$ cat src/hdl/pngu_pkg.sv
// ============================================================================
// pngu_pkg
// Types and constants of the PNG scanline unfilter.
// ============================================================================
package pngu_pkg;

   localparam int BYTE_W     = 8;
   localparam int BPP_W      = 3;
   localparam int ROW_LEN_W  = 14;
   localparam int HIST_DEPTH = 4;
   localparam int HIST_IDX_W = 2;
   localparam int CSR_ADDR_W = 1;
   localparam int CSR_DATA_W = 14;

   // Configuration register indexes.
   localparam logic [CSR_ADDR_W-1:0] CSR_BYTES_PER_PIXEL = 1'd0;
   localparam logic [CSR_ADDR_W-1:0] CSR_ROW_LENGTH      = 1'd1;

   // Register reset values.
   localparam logic [BPP_W-1:0]     BPP_RESET     = 3'd4;
   localparam logic [ROW_LEN_W-1:0] ROW_LEN_RESET = 14'd8192;

   // Filter type codes.
   localparam logic [BYTE_W-1:0] FILTER_NONE  = 8'd0;
   localparam logic [BYTE_W-1:0] FILTER_SUB   = 8'd1;
   localparam logic [BYTE_W-1:0] FILTER_UP    = 8'd2;
   localparam logic [BYTE_W-1:0] FILTER_AVG   = 8'd3;
   localparam logic [BYTE_W-1:0] FILTER_PAETH = 8'd4;

   typedef logic [BYTE_W-1:0] byte_type;

   // Neighbors of the byte being reconstructed.
   typedef struct packed {
      byte_type left;
      byte_type upper;
      byte_type upper_left;
   } nbr_type;

endpackage

$ cat src/hdl/pngu_predict.sv
// ============================================================================
// pngu_predict
// Predictor selection and byte reconstruction for the five PNG filters.
// ============================================================================
module pngu_predict
   import pngu_pkg::*;
(
   input  byte_type filter,
   input  nbr_type  nbr,
   input  byte_type raw_byte,
   output byte_type pixel_byte
);

   logic signed [9:0] diff_bc;
   logic signed [9:0] diff_ac;
   logic signed [9:0] diff_p;
   logic        [8:0] dist_a;
   logic        [8:0] dist_b;
   logic        [8:0] dist_c;
   logic        [8:0] avg_sum;
   byte_type          paeth;
   byte_type          pred;

   // Paeth distances: |p-a| = |b-c|, |p-b| = |a-c|, |p-c| = |a+b-2c|.
   always_comb begin
      diff_bc = signed'({2'b00, nbr.upper}) - signed'({2'b00, nbr.upper_left});
      diff_ac = signed'({2'b00, nbr.left})  - signed'({2'b00, nbr.upper_left});
      diff_p  = diff_bc + diff_ac;
      dist_a  = diff_bc[9] ? 9'(-diff_bc) : diff_bc[8:0];
      dist_b  = diff_ac[9] ? 9'(-diff_ac) : diff_ac[8:0];
      dist_c  = diff_p[9]  ? 9'(-diff_p)  : diff_p[8:0];
      if ((dist_a <= dist_b) && (dist_a <= dist_c)) begin
         paeth = nbr.left;
      end else if (dist_b <= dist_c) begin
         paeth = nbr.upper;
      end else begin
         paeth = nbr.upper_left;
      end
   end

   // Predictor by filter type; unknown types add nothing.
   always_comb begin
      avg_sum = {1'b0, nbr.left} + {1'b0, nbr.upper};
      case (filter)
         FILTER_NONE:  pred = '0;
         FILTER_SUB:   pred = nbr.left;
         FILTER_UP:    pred = nbr.upper;
         FILTER_AVG:   pred = avg_sum[8:1];
         FILTER_PAETH: pred = paeth;
         default:      pred = '0;
      endcase
   end

   assign pixel_byte = raw_byte + pred;

endmodule

$ cat config.mk
export PLATFORM = sky130hd
export DESIGN_NAME = pngu_predict
export DESIGN_NICKNAME = d
export VERILOG_FILES = /design/src/hdl/pngu_pkg.sv /design/src/hdl/pngu_predict.sv
export SDC_FILE = /design/constraint.sdc
export NUM_CORES = 1
export LEC_CHECK = 0
export ABC_AREA = 1
export BUFFER_PORTS_ARGS = -buffer_cell sky130_fd_sc_hd__buf_2
export CAP_MARGIN = 20
export CORE_MARGIN = 2
export CORE_UTILIZATION = 48
export DETAILED_ROUTE_END_ITERATION = 6
export GPL_ROUTABILITY_DRIVEN = 0
export PLACE_DENSITY = 0.7
export SLEW_MARGIN = 20
export SYNTH_ARGS = -nofsm -noshare
export SYNTH_HDL_FRONTEND = slang
export SYNTH_SLANG_ARGS = --single-unit
$ cat constraint.sdc
create_clock -name vclk -period 14.1
set_input_delay 3.525 -clock vclk [all_inputs]
set_output_delay 3.525 -clock vclk [all_outputs]
set_load 0.005 [all_outputs]
==> results by group <==
GRT
  – Antenna violations before repair: 0
  – First-pass GRT wire length: 17.42 mm
  – Global route total overflow: 0
  – Vias in the first global route: ~3800
  – Largest net degree at the start of global routing: 16
  – Tot GR Track Use: 24.42%

Routing
  – Drc violations: 0
  – Routed via count: about 4300
  – DR vias/cell: 5.249
  – Drt first pass iters: 5
  – Post-route ant nets: 0
  – WL per Instance: around 13 um
  – Total Wirelength: 10.38 mm
  – Initial drt markers: 271

Layout
  – Synth-to-Final Area Change: 9.977%
  – FFs & Latches: 0
  – Post-route core utilization: 53.85%
  – CLK BUF: 0
  – Final #Nets: ~810
  – Sequential cell area: 0 um^2
  – Share of cells above drive strength 1: 14.79%
  – Filler cells: 805
  – Diode count: 0

Timing
  – Slew @ Worst Pin: 723.3 ps
  – Post-route setup slack: about 760 ps
  – Final Slew Violations: 0
  – Final count of hold timing violations: 0
  – Fmax: 74.95 MHz
  – Slew HR: approximately half
  – Setup TNS: 0 ps
  – RSZ-0062 raised after global routing: no
  – Final setup viols: 0
  – Period utilization: 94.63%
  – Final min period: 13340 ps

Status
  – Status: complete, no violations

Floorplan
  – Die area: between 8000 and 9000 um^2
  – DIE WIDTH: slightly above 90 um
  – Die H: 92.09 um
  – Core area: 7607 um^2
  – Row Count: 32
  – # IOs: between 40 and 50
  – Initial core utilization: about half

Synth
  – Count leader, synth: nand2_1
  – Most instantiated cells after synthesis: 184 x nand2_1, 121 x inv_1, 68 x nand3_1
  – Synthesized Nets: ~760
  – Share of the synthesized area in the top cell type: 18.81%
  – Sequential fraction of the synthesis area: 0%
  – Cell variety after synth: 40
  – Cells after synthesis: around 660
  – Synth warn: 0
  – Mapped Area: between 3000 and 4000 um^2
  – Area leader, netlist: ha_1
  – Syn avg cell area: 5.627 um^2
  – Synth area leaders: ha_1 19%, nand2_1 19%, inv_1 12%, nand3_1 9.1%, xor2_1 6.1%

Critical path
  – Crit path max fanout: 15
  – Worst setup SP type: input port
  – CP max stage delay: around 400 ps
  – Critical-path top delay cell: fa_1
  – Critical Path Source: nbr[16]
  – Crit path kind: in -> out
  – CP required: 10570 ps
  – Crit. End Element: output port
  – Most frequent CP cell: nand2_1
  – WP data arrival: 9820 ps

Min path
  – Hold EP: pixel_byte[0]
  – Min-delay worst type: in -> out
  – HP Start: raw_byte[0]
  – Hold Path Stages: 3

Power
  – Peak supply drop: 38.43 uV
  – Leak Pwr: 2.510 nW
  – PwrDens: approximately 110 nW/um^2
  – Overall power: 453.8 uW

Run
  – Max Cap Viol: 0

Placement
  – Pre-CTS setup slack: a little under 700 ps
  – IO Port Bufs: 48
  – Detailed Place HPWL: 9.166 mm

Clock network
  – # hold bufs at CTS: 0
## cells by family (layout without fill, tap and decap cells)
kind of cell	Yosys count	count (layout)	share of synthesized area, %
AND/OR/NAND/NOR	369	369	46.22
XOR/XNOR	27	27	6.349
adder cells (fa/ha/maj)	61	61	21.50
AO/OA/AOI/OAI	76	76	12.63
buffers and inverters	129	177	13.30
## worst max-delay path by stage
stage / depth (start not counted) / end / slack [ps]
floorplan: 43 / pixel_byte[7] / 1800
global placement: 46 / pixel_byte[7] / 880
detailed placement: 46 / pixel_byte[7] / 690
CTS: 46 / pixel_byte[7] / 660
global route: 48 / pixel_byte[7] / 100
finish: 44 / pixel_byte[7] / 760
## power breakdown
part	total [mW]	internal, mW	switching, mW
Clock	0	0	0
Combinational	0.454	0.154	0.300
Sequential	0	0	0
## through the flow
stage	hold slack (ps)	cells	cell area, um^2
after floorplan	7169	662	3725
after global placement	7334	812	4089
after detailed placement	7339	812	4089
after CTS	7340	812	4089
after global routing	7354	812	4096
final	7334	812	4096
## cell usage in the layout, fill, tap and decap left out, types with 2 or more instances in the layout
cell type	n
nand3b_1	6
o21bai_1	4
nor4_1	4
xor2_1	26
ha_1	56
buf_4	2
nor2_1	48
a21oi_1	25
nor3_1	5
a221oi_1	4
o21ai_0	17
inv_1	121
nand2_1	184
nand4_1	8
a31oi_1	2
a211oi_1	2
nand2_4	8
o21ai_1	7
o211ai_1	6
nand3_2	6
or2_2	2
fa_1	5
nand3_1	68
buf_2	48
o21bai_2	2
nand2_2	19
nor2_2	6
a21oi_4	2
inv_2	6
## cell type report
type / count / area, um^2 / area share, %
multi-input combinational: 533 / 3237 / 79.02
timing repair buffer: 50 / 255.2 / 6.231
tap: 102 / 127.6 / 3.115
inverter: 127 / 476.7 / 11.64
## critical path, delay by kind of cell
| kind | cells | cell delay (ps) |
|---|---|---|
| compound gates | 12 | 2010 |
| simple gates | 16 | 1620 |
| fa+ha+maj | 5 | 1530 |
| buf+inv | 9 | 780 |
| xor+xnor | 2 | 340 |
## layer usage
layer	track usage, %	share of wire (%)	vias to the layer above
li1	-	-	2236
met1	36.44	51	1916
met2	39.71	43	100
met3	1.397	5.1	10
met4	2.861	1.1	0
met5	0	0	-
## repair_timing
| item | CTS | global route |
|---|---|---|
| gates resized for setup | 0 | 1 |
| endpoints found under the setup margin | 0 | 1 |
| setup buffers | 0 | 0 |
(Power assumes the default switching activity.)
